## src/rtl/core/cmsd_pkg.sv

```systemverilog
package cmsd_pkg;

    // Default geometry
    localparam int FRAMES_DEF = 8;
    localparam int ROWS_DEF   = 19;
    localparam int PLANES_DEF = 2;

    // Field and register widths
    localparam int MODE_W    = 3;
    localparam int WFRAME_W  = 3;
    localparam int WROW_W    = 5;
    localparam int DWELL_W   = 10;
    localparam int CNT_W     = 4;
    localparam int TIMEOUT_W = 16;
    localparam int ADDR_W    = 4;
    localparam int DATA_W    = 32;
    localparam int OP_W      = 3;

    // Register reset values
    localparam logic [DWELL_W-1:0]   DWELL_RST   = 10'd20;
    localparam logic [CNT_W-1:0]     COUNT_RST   = 4'd8;
    localparam logic [TIMEOUT_W-1:0] TIMEOUT_RST = 16'd10000;
    localparam logic [TIMEOUT_W-1:0] IDLE_MAX    = 16'hFFFF;

    // Register indexes (paddr[3:2])
    localparam logic [1:0] REG_BASE_DWELL   = 2'd0;
    localparam logic [1:0] REG_FRAME_COUNT  = 2'd1;
    localparam logic [1:0] REG_IDLE_TIMEOUT = 2'd2;

    // Input mode codes
    localparam logic [MODE_W-1:0] MODE_WRITE  = 3'd0;
    localparam logic [MODE_W-1:0] MODE_SCAN   = 3'd1;
    localparam logic [MODE_W-1:0] MODE_FRAME  = 3'd2;
    localparam logic [MODE_W-1:0] MODE_MSEC   = 3'd3;
    localparam logic [MODE_W-1:0] MODE_BUTTON = 3'd4;

    // Decoded command from the front end
    typedef enum logic [OP_W-1:0] {
        OP_NOP   = 3'd0,
        OP_WRITE = 3'd1,
        OP_SCAN  = 3'd2,
        OP_FRAME = 3'd3,
        OP_MSEC  = 3'd4,
        OP_WAKE  = 3'd5
    } t_op;

    // Configuration register set
    typedef struct packed {
        logic [DWELL_W-1:0]   base_dwell;
        logic [CNT_W-1:0]     frame_count;
        logic [TIMEOUT_W-1:0] idle_timeout;
    } t_cfg;

    // Queue depth between front and back
    localparam int QUEUE_DEPTH = 2;

endpackage

```

## src/rtl/core/cmsd_front.sv

```systemverilog
module cmsd_front #(
    parameter int FRAMES = cmsd_pkg::FRAMES_DEF,
    parameter int ROWS   = cmsd_pkg::ROWS_DEF,
    parameter int AW     = 8
) (
    input  logic [cmsd_pkg::MODE_W-1:0]   i_mode,
    input  logic [cmsd_pkg::WFRAME_W-1:0] i_write_frame,
    input  logic [cmsd_pkg::WROW_W-1:0]   i_write_row,
    output cmsd_pkg::t_op                 o_op,
    output logic [AW-1:0]                 o_waddr
);

    logic w_in_range;

    // Writes outside the frame store are dropped here
    assign w_in_range = (int'(i_write_frame) < FRAMES) && (int'(i_write_row) < ROWS);

    // Store address of a row write
    assign o_waddr = AW'(int'(i_write_frame) * ROWS + int'(i_write_row));

    // Classify the mode
    always_comb begin
        unique case (i_mode)
            cmsd_pkg::MODE_WRITE:  o_op = w_in_range ? cmsd_pkg::OP_WRITE : cmsd_pkg::OP_NOP;
            cmsd_pkg::MODE_SCAN:   o_op = cmsd_pkg::OP_SCAN;
            cmsd_pkg::MODE_FRAME:  o_op = cmsd_pkg::OP_FRAME;
            cmsd_pkg::MODE_MSEC:   o_op = cmsd_pkg::OP_MSEC;
            cmsd_pkg::MODE_BUTTON: o_op = cmsd_pkg::OP_WAKE;
            default:               o_op = cmsd_pkg::OP_NOP;
        endcase
    end

endmodule

```

## src/rtl/core/cmsd_queue.sv

```systemverilog
module cmsd_queue #(
    parameter int W = 8
) (
    input  logic         i_clk,
    input  logic         i_rst_n,
    input  logic         i_push,
    input  logic [W-1:0] i_data,
    output logic         o_full,
    output logic         o_valid,
    output logic [W-1:0] o_data,
    input  logic         i_pop
);

    localparam int DEPTH = cmsd_pkg::QUEUE_DEPTH;
    localparam int PTR_W = (DEPTH > 1) ? $clog2(DEPTH) : 1;
    localparam int CNT_W = $clog2(DEPTH + 1);

    logic [W-1:0]     r_mem [DEPTH];
    logic [PTR_W-1:0] r_wptr;
    logic [PTR_W-1:0] r_rptr;
    logic [CNT_W-1:0] r_count;
    logic             w_push;
    logic             w_pop;

    assign o_full  = (r_count == CNT_W'(DEPTH));
    assign o_valid = (r_count != '0);
    assign o_data  = r_mem[r_rptr];
    assign w_push  = i_push && !o_full;
    assign w_pop   = i_pop && o_valid;

    // Pointers and fill count
    always_ff @(posedge i_clk) begin
        if (!i_rst_n) begin
            r_wptr  <= '0;
            r_rptr  <= '0;
            r_count <= '0;
        end else begin
            if (w_push) begin
                r_wptr <= (r_wptr == PTR_W'(DEPTH - 1)) ? '0 : r_wptr + 1'b1;
            end
            if (w_pop) begin
                r_rptr <= (r_rptr == PTR_W'(DEPTH - 1)) ? '0 : r_rptr + 1'b1;
            end
            if (w_push && !w_pop) begin
                r_count <= r_count + 1'b1;
            end else if (w_pop && !w_push) begin
                r_count <= r_count - 1'b1;
            end
        end
    end

    // Entry storage
    always_ff @(posedge i_clk) begin
        if (w_push) begin
            r_mem[r_wptr] <= i_data;
        end
    end

endmodule

```

## src/rtl/core/cmsd_back.sv

```systemverilog
module cmsd_back #(
    parameter int FRAMES = cmsd_pkg::FRAMES_DEF,
    parameter int ROWS   = cmsd_pkg::ROWS_DEF,
    parameter int PLANES = cmsd_pkg::PLANES_DEF,
    parameter int AW     = 8
) (
    input  logic                          i_clk,
    input  logic                          i_rst_n,
    input  cmsd_pkg::t_cfg                i_cfg,
    input  logic                          i_cmd_valid,
    input  cmsd_pkg::t_op                 i_op,
    input  logic [AW-1:0]                 i_waddr,
    input  logic [ROWS-2:0]               i_wbits,
    output logic                          o_cmd_pop,
    output logic                          o_out_valid,
    input  logic                          i_out_stall,
    output logic [ROWS-1:0]               o_pin_drive,
    output logic [ROWS-1:0]               o_pin_level,
    output logic                          o_awake,
    output logic [cmsd_pkg::WROW_W-1:0]   o_scan_row,
    output logic                          o_scan_plane,
    output logic [cmsd_pkg::WFRAME_W-1:0] o_shown_frame
);

    localparam int DEPTH = FRAMES * ROWS;
    localparam int RW    = $clog2(ROWS);
    localparam int PW    = (PLANES > 1) ? $clog2(PLANES) : 1;
    localparam int FPW   = (FRAMES > 1) ? $clog2(FRAMES) : 1;
    localparam int FLW   = (FPW + 1 > cmsd_pkg::CNT_W) ? FPW + 1 : cmsd_pkg::CNT_W;
    localparam int DW    = cmsd_pkg::DWELL_W + PLANES;
    localparam int TW    = cmsd_pkg::TIMEOUT_W;

    // Scan state
    logic [RW-1:0]  r_row;
    logic [PW-1:0]  r_plane;
    logic [DW-1:0]  r_dwell;
    logic [FPW-1:0] r_frame;
    logic [TW-1:0]  r_idle;
    logic           r_awake;

    logic [RW-1:0]  n_row;
    logic [PW-1:0]  n_plane;
    logic [DW-1:0]  n_dwell;
    logic [FPW-1:0] n_frame;
    logic [TW-1:0]  n_idle;
    logic           n_awake;

    // Frame store with per-entry written flags
    logic [ROWS-2:0]  r_mem [DEPTH];
    logic [DEPTH-1:0] r_written;
    logic [ROWS-2:0]  r_rd_data;
    logic             r_rd_ok;

    // Second stage
    logic           r_s2_valid;
    logic           r_s2_awake;
    logic [RW-1:0]  r_s2_row;
    logic [PW-1:0]  r_s2_plane;
    logic [FPW-1:0] r_s2_frame;

    // Output register
    logic                          r_out_valid;
    logic [ROWS-1:0]               r_drive;
    logic [ROWS-1:0]               r_level;
    logic                          r_out_awake;
    logic [cmsd_pkg::WROW_W-1:0]   r_out_row;
    logic                          r_out_plane;
    logic [cmsd_pkg::WFRAME_W-1:0] r_out_frame;

    logic            w_s2_adv;
    logic            w_ex_fire;
    logic            w_wr_en;
    logic            w_fwd;
    logic [AW-1:0]   w_rd_addr;
    logic [DW-1:0]   w_hold;
    logic [DW-1:0]   w_dwell_inc;
    logic [FLW-1:0]  w_limit;
    logic [FLW-1:0]  w_frame_inc;
    logic [TW-1:0]   w_idle_inc;
    logic [RW-1:0]   w_anode;
    logic [ROWS-1:0] w_anode_bit;
    logic [ROWS-2:0] w_low_mask;
    logic [ROWS-2:0] w_bits;
    logic [ROWS-1:0] w_drive;

    // Pipeline flow
    assign w_s2_adv  = !r_out_valid || !i_out_stall;
    assign w_ex_fire = i_cmd_valid && (!r_s2_valid || w_s2_adv);
    assign o_cmd_pop = w_ex_fire;
    assign w_wr_en   = w_ex_fire && (i_op == cmsd_pkg::OP_WRITE);

    // Row hold time and counter increments
    assign w_hold      = (DW'(i_cfg.base_dwell) << r_plane) + DW'(1);
    assign w_dwell_inc = r_dwell + DW'(1);
    assign w_limit     = (int'(i_cfg.frame_count) > FRAMES) ? FLW'(FRAMES)
                                                             : FLW'(i_cfg.frame_count);
    assign w_frame_inc = FLW'(r_frame) + FLW'(1);
    assign w_idle_inc  = (r_idle != cmsd_pkg::IDLE_MAX) ? r_idle + TW'(1) : r_idle;

    // Execute one command
    always_comb begin
        n_row   = r_row;
        n_plane = r_plane;
        n_dwell = r_dwell;
        n_frame = r_frame;
        n_idle  = r_idle;
        n_awake = r_awake;
        unique case (i_op)
            cmsd_pkg::OP_SCAN: begin
                if (r_awake) begin
                    if (w_dwell_inc >= w_hold) begin
                        n_dwell = '0;
                        if (r_row == RW'(ROWS - 1)) begin
                            n_row   = '0;
                            n_plane = (r_plane == PW'(PLANES - 1)) ? '0 : r_plane + 1'b1;
                        end else begin
                            n_row = r_row + 1'b1;
                        end
                    end else begin
                        n_dwell = w_dwell_inc;
                    end
                end
            end
            cmsd_pkg::OP_FRAME: begin
                if (r_awake) begin
                    n_frame = (w_frame_inc >= w_limit) ? '0 : FPW'(w_frame_inc);
                end
            end
            cmsd_pkg::OP_MSEC: begin
                if (r_awake) begin
                    n_idle = w_idle_inc;
                    if (w_idle_inc > i_cfg.idle_timeout) begin
                        n_awake = 1'b0;
                    end
                end
            end
            cmsd_pkg::OP_WAKE: begin
                n_idle = '0;
                if (!r_awake) begin
                    n_awake = 1'b1;
                    n_row   = '0;
                    n_plane = '0;
                    n_dwell = '0;
                    n_frame = '0;
                end
            end
            default: begin
            end
        endcase
    end

    // Row to show after this command; a same-cycle write is forwarded
    assign w_rd_addr = AW'(n_frame) * AW'(ROWS) + AW'(n_row);
    assign w_fwd     = w_wr_en && (i_waddr == w_rd_addr);

    // Control state
    always_ff @(posedge i_clk) begin
        if (!i_rst_n) begin
            r_row       <= '0;
            r_plane     <= '0;
            r_dwell     <= '0;
            r_frame     <= '0;
            r_idle      <= '0;
            r_awake     <= 1'b1;
            r_written   <= '0;
            r_s2_valid  <= 1'b0;
            r_out_valid <= 1'b0;
        end else begin
            if (w_ex_fire) begin
                r_row   <= n_row;
                r_plane <= n_plane;
                r_dwell <= n_dwell;
                r_frame <= n_frame;
                r_idle  <= n_idle;
                r_awake <= n_awake;
            end
            if (w_wr_en) begin
                r_written[i_waddr] <= 1'b1;
            end
            if (w_ex_fire) begin
                r_s2_valid <= 1'b1;
            end else if (w_s2_adv) begin
                r_s2_valid <= 1'b0;
            end
            if (w_s2_adv) begin
                r_out_valid <= r_s2_valid;
            end
        end
    end

    // Frame store write and registered read
    always_ff @(posedge i_clk) begin
        if (w_wr_en) begin
            r_mem[i_waddr] <= i_wbits;
        end
        if (w_ex_fire) begin
            r_rd_data <= w_fwd ? i_wbits : r_mem[w_rd_addr];
            r_rd_ok   <= w_fwd || r_written[w_rd_addr];
        end
    end

    // Second stage payload
    always_ff @(posedge i_clk) begin
        if (w_ex_fire) begin
            r_s2_awake <= n_awake;
            r_s2_row   <= n_row;
            r_s2_plane <= n_plane;
            r_s2_frame <= n_frame;
        end
    end

    // Pin map: anode high, columns at or past the anode shift up one pin
    assign w_anode     = RW'(ROWS - 1) - r_s2_row;
    assign w_anode_bit = ROWS'(1) << w_anode;
    assign w_low_mask  = (ROWS - 1)'(w_anode_bit - ROWS'(1));
    assign w_bits      = r_rd_ok ? r_rd_data : '0;
    assign w_drive     = {1'b0, w_bits & w_low_mask}
                       | {w_bits & ~w_low_mask, 1'b0}
                       | w_anode_bit;

    // Output payload
    always_ff @(posedge i_clk) begin
        if (w_s2_adv && r_s2_valid) begin
            r_drive     <= r_s2_awake ? w_drive : '0;
            r_level     <= r_s2_awake ? w_anode_bit : '0;
            r_out_awake <= r_s2_awake;
            r_out_row   <= cmsd_pkg::WROW_W'(r_s2_row);
            r_out_plane <= r_s2_plane[0];
            r_out_frame <= cmsd_pkg::WFRAME_W'(r_s2_frame);
        end
    end

    assign o_out_valid   = r_out_valid;
    assign o_pin_drive   = r_drive;
    assign o_pin_level   = r_level;
    assign o_awake       = r_out_awake;
    assign o_scan_row    = r_out_row;
    assign o_scan_plane  = r_out_plane;
    assign o_shown_frame = r_out_frame;

endmodule

```

## src/rtl/core/charlieplex_matrix_scan_driver_top.sv

```systemverilog
// Path: an accepted item is written into the command queue, executed into the
// second stage with its frame store read, then registered into the output register.
// Throughput: one item per cycle while the output is not stalled, set by the execute
// stage and the one-write, one-read frame store port pair.
// Reset: synchronous, active low; the frame store reads as zero through per-entry
// written flags, so no clearing pass is needed and items are taken right after reset.
module charlieplex_matrix_scan_driver_top #(
    parameter int FRAMES = cmsd_pkg::FRAMES_DEF,
    parameter int ROWS   = cmsd_pkg::ROWS_DEF,
    parameter int PLANES = cmsd_pkg::PLANES_DEF
) (
    input  logic                          i_clk,
    input  logic                          i_rst_n,
    // Configuration port
    input  logic                          psel,
    input  logic                          penable,
    input  logic                          pwrite,
    input  logic [cmsd_pkg::ADDR_W-1:0]   paddr,
    input  logic [cmsd_pkg::DATA_W-1:0]   pwdata,
    output logic [cmsd_pkg::DATA_W-1:0]   prdata,
    output logic                          pready,
    // Input channel
    input  logic                          i_in_valid,
    output logic                          o_in_stall,
    input  logic [cmsd_pkg::MODE_W-1:0]   i_mode,
    input  logic [cmsd_pkg::WFRAME_W-1:0] i_write_frame,
    input  logic [cmsd_pkg::WROW_W-1:0]   i_write_row,
    input  logic [ROWS-2:0]               i_write_bits,
    // Output channel
    output logic                          o_out_valid,
    input  logic                          i_out_stall,
    output logic [ROWS-1:0]               o_pin_drive,
    output logic [ROWS-1:0]               o_pin_level,
    output logic                          o_awake,
    output logic [cmsd_pkg::WROW_W-1:0]   o_scan_row,
    output logic                          o_scan_plane,
    output logic [cmsd_pkg::WFRAME_W-1:0] o_shown_frame
);

    localparam int DEPTH = FRAMES * ROWS;
    localparam int AW    = (DEPTH > 1) ? $clog2(DEPTH) : 1;
    localparam int QW    = cmsd_pkg::OP_W + AW + ROWS - 1;

    cmsd_pkg::t_cfg  r_cfg;
    cmsd_pkg::t_op   w_front_op;
    logic [AW-1:0]   w_front_addr;
    logic            w_q_full;
    logic            w_q_valid;
    logic [QW-1:0]   w_q_data;
    logic            w_q_pop;
    logic            w_cfg_wr;
    logic [1:0]      w_cfg_idx;

    // Register access
    assign pready    = 1'b1;
    assign w_cfg_wr  = psel && penable && pwrite;
    assign w_cfg_idx = paddr[3:2];

    always_ff @(posedge i_clk) begin
        if (!i_rst_n) begin
            r_cfg.base_dwell   <= cmsd_pkg::DWELL_RST;
            r_cfg.frame_count  <= cmsd_pkg::COUNT_RST;
            r_cfg.idle_timeout <= cmsd_pkg::TIMEOUT_RST;
        end else if (w_cfg_wr) begin
            unique case (w_cfg_idx)
                cmsd_pkg::REG_BASE_DWELL:
                    r_cfg.base_dwell <= pwdata[cmsd_pkg::DWELL_W-1:0];
                cmsd_pkg::REG_FRAME_COUNT:
                    r_cfg.frame_count <= pwdata[cmsd_pkg::CNT_W-1:0];
                cmsd_pkg::REG_IDLE_TIMEOUT:
                    r_cfg.idle_timeout <= pwdata[cmsd_pkg::TIMEOUT_W-1:0];
                default: begin
                end
            endcase
        end
    end

    always_comb begin
        unique case (w_cfg_idx)
            cmsd_pkg::REG_BASE_DWELL:   prdata = cmsd_pkg::DATA_W'(r_cfg.base_dwell);
            cmsd_pkg::REG_FRAME_COUNT:  prdata = cmsd_pkg::DATA_W'(r_cfg.frame_count);
            cmsd_pkg::REG_IDLE_TIMEOUT: prdata = cmsd_pkg::DATA_W'(r_cfg.idle_timeout);
            default:                    prdata = '0;
        endcase
    end

    // Front end: classify the item
    cmsd_front #(
        .FRAMES (FRAMES),
        .ROWS   (ROWS),
        .AW     (AW)
    ) u_front (
        .i_mode        (i_mode),
        .i_write_frame (i_write_frame),
        .i_write_row   (i_write_row),
        .o_op          (w_front_op),
        .o_waddr       (w_front_addr)
    );

    // Command queue
    assign o_in_stall = w_q_full;

    cmsd_queue #(
        .W (QW)
    ) u_queue (
        .i_clk   (i_clk),
        .i_rst_n (i_rst_n),
        .i_push  (i_in_valid),
        .i_data  ({w_front_op, w_front_addr, i_write_bits}),
        .o_full  (w_q_full),
        .o_valid (w_q_valid),
        .o_data  (w_q_data),
        .i_pop   (w_q_pop)
    );

    // Back end: execute, frame store, pin map
    cmsd_back #(
        .FRAMES (FRAMES),
        .ROWS   (ROWS),
        .PLANES (PLANES),
        .AW     (AW)
    ) u_back (
        .i_clk         (i_clk),
        .i_rst_n       (i_rst_n),
        .i_cfg         (r_cfg),
        .i_cmd_valid   (w_q_valid),
        .i_op          (cmsd_pkg::t_op'(w_q_data[QW-1 -: cmsd_pkg::OP_W])),
        .i_waddr       (w_q_data[ROWS-1 +: AW]),
        .i_wbits       (w_q_data[ROWS-2:0]),
        .o_cmd_pop     (w_q_pop),
        .o_out_valid   (o_out_valid),
        .i_out_stall   (i_out_stall),
        .o_pin_drive   (o_pin_drive),
        .o_pin_level   (o_pin_level),
        .o_awake       (o_awake),
        .o_scan_row    (o_scan_row),
        .o_scan_plane  (o_scan_plane),
        .o_shown_frame (o_shown_frame)
    );

endmodule
```

## config.mk

```make
export PLATFORM = sky130hd
export DESIGN_NAME = charlieplex_matrix_scan_driver_top
export DESIGN_NICKNAME = d
export VERILOG_FILES = /design/src/rtl/core/cmsd_pkg.sv /design/src/rtl/core/cmsd_front.sv /design/src/rtl/core/cmsd_queue.sv /design/src/rtl/core/cmsd_back.sv /design/src/rtl/core/charlieplex_matrix_scan_driver_top.sv
export SDC_FILE = /design/constraint.sdc
export NUM_CORES = 2
export LEC_CHECK = 0
export BUFFER_PORTS_ARGS = -buffer_cell sky130_fd_sc_hd__buf_4
export CAP_MARGIN = 20
export CORE_AREA = 2 2 390 779
export DETAILED_ROUTE_END_ITERATION = 6
export DIE_AREA = 0 0 392 781
export PLACE_DENSITY = 0.59
export SLEW_MARGIN = 20
export SYNTH_ARGS = -nofsm -noshare
export SYNTH_HDL_FRONTEND = slang
export SYNTH_HIERARCHICAL = 1
export SYNTH_SLANG_ARGS = --single-unit
```

## constraint.sdc

```tcl
create_clock -name i_clk -period 11 [get_ports i_clk]
set_clock_uncertainty 0.2 [all_clocks]
set_input_delay 2.2 -clock i_clk [delete_from_list [all_inputs] [get_ports i_clk]]
set_output_delay 2.2 -clock i_clk [all_outputs]
set_load 0.01 [all_outputs]
```

# --- Word-level counts from Yosys, hierarchy flattened ---
# Memories as Yosys holds them, arrays and structs flattened. A register that Yosys moved wholly into a read port is not among the register bits.
# Index checks and enable logic that the tools add are counted.
totals:
  regBits: 285
  ram_bits: 2794
  input_bits: 72
  out_inout_bits: 83
  mem_count: 2
mem_list:
  columns: ["name", "words", "word_bits", "read_ports", "rd_ports_with_merged_regs", "wr", "line", "source"]
  rows:
  - ["u_back.r_mem", 152, 18, 1, 1, 1, "cmsd_back.sv:49", "logic [ROWS-2:0] r_mem [DEPTH];"]
  - ["u_queue.r_mem", 2, 29, 1, 1, 1, "cmsd_queue.sv:18", "logic [W-1:0] r_mem [DEPTH];"]
op_classes:
  add_sub_neg: 14
  n_mul: 2
  n_lt_le_gt_ge: 8
  n_eq_ne: 18
  shifts: 2
  n_mux: 46
  bitwise_logic: 6
  reduce_logical: 32
ops:
  columns: ["op", "count"]
  rows:
  - ["bitwise OR 152 bit", 1]
  - ["one-hot mux 16 bit (3 select lines)", 1]
  - ["bitwise AND 18 bit", 2]
  - ["2-to-1 mux 12 bit", 3]
  - ["2-to-1 mux 16 bit", 2]
  - ["one-hot mux 16 bit (2 select lines)", 1]
  - ["adder 12 x 1 -> 12 bit, second input constant", 2]
  - ["one-hot mux 12 bit (2 select lines)", 1]
  - ["2-to-1 mux 1 bit", 20]
  - ["2-to-1 mux 5 bit", 4]
  - ["bitwise OR 18 x 19 -> 19 bit", 1]
  - ["bitwise OR 19 bit", 1]
  - ["<< shifter 1 x 5 -> 19 bit, first input constant", 1]
  - ["< comparator 8 x 9 -> 1 bit, second input constant", 2]
  - ["2-to-1 mux 18 bit", 1]
  - ["inverter 18 bit", 1]
  - ["subtractor 18 x 1 -> 18 bit, second input constant", 1]
  - ["adder 16 x 1 -> 16 bit, second input constant", 1]
  - ["> comparator 16 bit", 1]
  - ["multiplier 3 x 5 -> 8 bit, second input constant", 2]
  - ["inequality test 16 bit, second input constant", 1]
  - ["one-hot mux 3 bit (5 select lines)", 1]
  - ["equality test 3 x 2 -> 1 bit, second input constant", 4]
  - ["greater-or-equal comparator 12 bit", 1]
  - ["other kinds (38)", 72]

# --- Longest topological paths before layout ---
logic_depth:
  word_depth: 11
  ltp_mapped: 36
  depth_no_buf: 30

# --- Hierarchy ---
# The synthesis kept the hierarchy.
by_module_without_submodules:
  columns: ["mod", "instances", "cells_each", "area_each_um2", "seq_area_each_um2"]
  rows:
  - ["cmsd_back", 1, 6014, 118409.8, 88314.7]
  - ["cmsd_queue", 1, 115, 2324.7, 1841.8]
  - ["charlieplex_matrix_scan_driver_top", 1, 182, 1581.5, 600.6]
  - ["cmsd_front", 1, 46, 385.4, 0.0]

# --- Worst setup path after synthesis ---
# OpenSTA, ideal clock, no wires.
synth_timing:
  path_type: "register to register"
  start: "reg u_back.r_plane"
  end: "reg u_back.r_rd_data[10], read port of u_back.r_mem, data pin"
  setup_ns: 0.261
  t_arrival_ns: 6.306
  slack_ns: 4.232
  path_stages_with_launch: 31
  path_buffers: 7
  synth_period_minus_slack_ns: 6.768
  path_cell_list: "dfxtp_1 clkbuf_1 mux2_2 ha_1 nand4_1 nor3_1 xnor2_1 nor2_1 a21oi_1 ha_1 a21o_1 a211oi_1 nand2_1 o21ai_0 nor4_1 nor2b_1 nand2_1 mux2i_1 fa_1 fa_1 buf_2 buf_2 buf_2 buf_2 clkbuf_1 clkbuf_1 nand4_1 nand3_1 o22ai_1 nor4_1 nor2_1"
synth_via:
  elab_chain_len: 7
synth_rtl:
  columns: ["item", "line", "source"]
  rows:
  - ["start: declaration", "cmsd_back.sv:35", "logic [PW-1:0] r_plane;"]
  - ["start signal: assignment", "cmsd_back.sv:171", "r_plane <= n_plane;"]
  - ["<< shifter 10 x 1 -> 12 bit", "cmsd_back.sv:93", "assign w_hold = (DW'(i_cfg.base_dwell) << r_plane) + DW'(1);"]
  - ["adder 12 x 1 -> 12 bit", "cmsd_back.sv:93", null]
  - ["greater-or-equal comparator 12 bit", "cmsd_back.sv:111", "if (w_dwell_inc >= w_hold) begin"]
  - ["2-to-1 mux 5 bit", "cmsd_back.sv:111", null]
  - ["2-to-1 mux 5 bit", "cmsd_back.sv:110", "if (r_awake) begin"]
  - ["one-hot mux 5 bit (2 select lines)", "cmsd_back.sv:108", "unique case (i_op)"]
  - ["via u_back.n_row[2]", "cmsd_back.sv:41", "logic [RW-1:0] n_row;"]
  - ["adder 8 x 5 -> 8 bit", "cmsd_back.sv:153", "assign w_rd_addr = AW'(n_frame) * AW'(ROWS) + AW'(n_row);"]
  - ["end: declaration", "cmsd_back.sv:51", "logic [ROWS-2:0] r_rd_data;"]
# The timed path passes the listed nets, and every way through them passes these cells.
# A chain may end at the register's enable or synchronous reset.

# --- Worst setup path in the final report ---
layout_timing:
  start: "reg u_back.r_plane"
  end: "reg u_back.r_rd_data[16], read port of u_back.r_mem, data pin"
# The elaborated chain is that of the path after synthesis.

==> metrics.md <==
| Metric | Value |
|---|---|
| Tcrit/Tclk final | `87.6%` |
| Failing checks | `design-rule violations` |
| Initial Util | `about two fifths` |
| CTS Buffer Depth | `4` |
| Aggregate global routing overflow | `0` |
| DRT Wirelength | `333 mm` |
| Area share of the largest cell type after synthesis | `between 70% and 80%` |
| Tot GR Track Use | `between 20% and 30%` |
| Final slew viol count | `0` |
| Critical path class | `reg2reg` |
| Final Util | `between 40 and 50%` |
| First-pass GRT wire length | `about 470 mm` |
| Die Width | `roughly 390 um` |
| Slowest CP cell | `fa_4` |
| Status | `finished with violations` |
| Core Rows | `about 290` |
| Synth area leaders | `edfxtp_1 (70%), mux4_2 (15%), dfxtp_1 (3.7%), nor2_1 (1.9%), nand2_1 (1.2%)` |
| Remaining DRCs | `1` |
| Met1 WL | `~130 mm` |
| Post-CTS sizing | `0` |
| Synth Register Bits | `3,098` |
| Cts bufs inserted | `between 200 and 300` |
| Antenna-violating nets left | `0` |
| Routability cong. | `0.862` |
| Initial antenna violation count | `13` |
| Via count | `63.4k` |
| Final setup violation count | `0` |
| Top_reg_cell synth | `edfxtp_1` |
| Top Metal Used | `met5` |
| WP data arrival | `between 10 and 15 ns` |
| Clock-pin slew on the worst setup and hold paths | `around 0.070 ns` |
| WHS | `0.217 ns` |
| Number of global-route vias before repair | `about 62k` |
| Synth warn | `6` |
| Met3 routed WL | `25.8 mm` |
| Finished Layout Cells | `10.9k` |
| Clock Latency Late Sink | `between 0.8 and 0.9 ns` |
| VDD IR max | `about 0.26 mV` |
| Share of the yosys chip area belonging to registers | `about three quarters` |
| EDFF count, synth | `2,871` |
| CP peak stage delay | `~1.3 ns` |
| Avg Vias per Cell | `between 5 and 6` |
| RSZ-0062 raised after global routing | `false` |
| F_max | `between 100 and 150 MHz` |
| Final HPWL DP | `197 mm` |
| Die H | `about 780 um` |
| Area leader, netlist | `edfxtp_1` |
| Root buf cell | `clkbuf_16` |
| Routed len/inst | `roughly 31 um` |
| Cells after Synth | `roughly 6.4k` |
| Leak pwr | `around 44 nW` |
| CTS H-tree depth | `5` |
| Area growth syn-to-layout | `13.1%` |
| Worst hold path type | `reg2reg` |
| Post-layout min period | `9.63 ns` |
| Die area | `approximately 0.3 mm2` |
| DR pass1 iterations | `7` |
| Initial DRC Count | `roughly 7.7k` |
| Max-cap viol count | `0` |
| CTS tree | `yes` |
| Layout cells sized above 1 | `a little over a quarter` |
| Required @ worst endpoint | `~11 ns` |
| Setup ws final | `1.37 ns` |
| Most frequent CP cell | `a211oi_1` |
| Worst-margin pin slew | `approximately 1.2 ns` |
| Hold_buf cts | `0` |
| Nets | `6,804` |
| Inst Count DP | `around 10k` |
| Post-CTS setup repair buffer count | `0` |
| # port buffers | `around 120` |
| Commonest non-fill, non-tap cell in the layout | `edfxtp_1` |
| Power density over the cells | `261 mW/mm2` |
| Met2 WL post-DR | `approximately 160 mm` |
| Ports | `155` |
| Commonest cells after routing, fill and taps aside | `edfxtp_1 (2,871), mux4_2 (810), nor2_1 (469), nand2_1 (374), buf_4 (338)` |
| Setup TNS Final | `0 ns` |
| CP endpoint kind | `register` |
| Largest net degree at the start of global routing | `about 110` |
| Mapped cell area | `roughly 0.12 mm2` |
| Place WS | `about 1.5 ns` |
| Final Hold Vio Count | `0` |
| Slew HR | `20.6%` |
| Core ar. | `0.300 mm2` |
| FFs w/ async S/R, synth | `0%` |
| Setup crit start kind | `register` |
| Crit Path Max Fanout | `31` |
| Clock Sinks | `3,098` |
| Avg Cell Area, Syn | `19.3 um2` |
| Synth cell types | `85` |
==> area by class of cell <==
class                      count  area [um2]
antenna                        5        12.5
tap                         4018        5030
clock buffer                 368        7810
clock inverter               148        1190
sequential                  3098       90800
inverter                      47         186
timing repair buffer         366        3100
multi-input combinational   2862       30700
fill                       25300      161000
==> stage by stage <==
stage	cell area, um2	power, mW
final	139000	36.2
after global routing	139000	37.4
after CTS	139000	36.5
after detailed placement	130000	26.8
after global placement	130000	26.7
after floorplan	123000	22.0
==> critical path: cells and delay by family, from the launching register on <==
family / cells / cell delay, ns
buffers and inverters: 3 / 0.85
AND/OR/NAND/NOR: 8 / 1.88
adder cells (fa/ha/maj): 4 / 2.38
AO/OA/AOI/OAI: 10 / 2.74
flip-flops: 1 / 0.76
multiplexers: 2 / 0.52
==> power by group <==
| group | total [mW] | internal [mW] | switching (mW) |
|---|---|---|---|
| Sequential | 14.3 | 14.1 | 0.213 |
| Clock | 9.75 | 5.42 | 4.33 |
| Combinational | 12.2 | 4.46 | 7.70 |
==> synthesized netlist by cell type (all sizes together) (19+ instances only) <==
master  count
a211oi     45
a21oi     112
a31oi      40
a32oi      21
and3       34
buf       228
clkbuf    137
dfxtp     227
edfxtp   2871
ha         64
inv        46
mux2       37
mux2i     102
mux4      810
nand2     379
nand3      98
nand4      35
nor2      626
nor2b      34
nor3       35
o211ai     19
o21ai      81
o22ai      25
xnor2      27
xor2       21
==> routing by layer <==
| layer | global-route usage (%) | vias up |
|---|---|---|
| met1 | 30.2 | 33800 |
| li1 | - | 26200 |
| met3 | 3.07 | 502 |
| met2 | 34.4 | 2816 |
| met4 | 7.93 | 2 |
| met5 | 0 | - |
==> cells by family (layout without fill, tap and decap cells) <==
family,after synthesis,in the layout,share of synthesized area (%)
flip-flops,3098,3098,74.0
buffers and inverters,412,929,1.85
multiplexers,949,949,16.0
other,3,23,0.00918
AO/OA/AOI/OAI,458,458,2.47
XOR/XNOR,48,48,0.343
AND/OR/NAND/NOR,1321,1321,4.61
adder cells (fa/ha/maj),68,68,0.718
==> worst paths after layout <==
check                                               startpoint                                 to  slack, ns  depth (start not counted)
worst max-delay path               u_back/r_plane$_SDFFE_PN0P_     u_back/r_rd_data[16]$_DFFE_PP_       1.37                         27
worst max register to register     u_back/r_plane$_SDFFE_PN0P_     u_back/r_rd_data[16]$_DFFE_PP_       1.37                         27
worst min register to register  u_back/r_s2_frame[1]$_DFFE_PP_  u_back/o_shown_frame[1]$_DFFE_PP_       0.22                          0
worst min-delay path            u_back/r_s2_frame[1]$_DFFE_PP_  u_back/o_shown_frame[1]$_DFFE_PP_       0.22                          0
==> flip-flops by register name (all words and copies together), names as in the netlist, 2 cells and up, named ones only <==
| register | cells |
|---|---|
| u_queue/r_count | 2 |
| u_back/r_rd_data | 18 |
| u_queue/r_mem | 58 |
| u_back/r_dwell | 12 |
| u_back/r_row | 5 |
| u_back/r_frame | 3 |
| r_cfg | 30 |
| u_back/o_scan_row | 5 |
| u_back/o_shown_frame | 3 |
| u_back/r_written | 152 |
| u_back/r_s2_frame | 3 |
| u_back/r_idle | 16 |
| u_back/o_pin_drive | 19 |
| u_back/r_s2_row | 5 |
| u_back/r_mem | 2736 |
| u_back/o_pin_level | 19 |
Note: power is estimated with default switching activity, not from simulation.
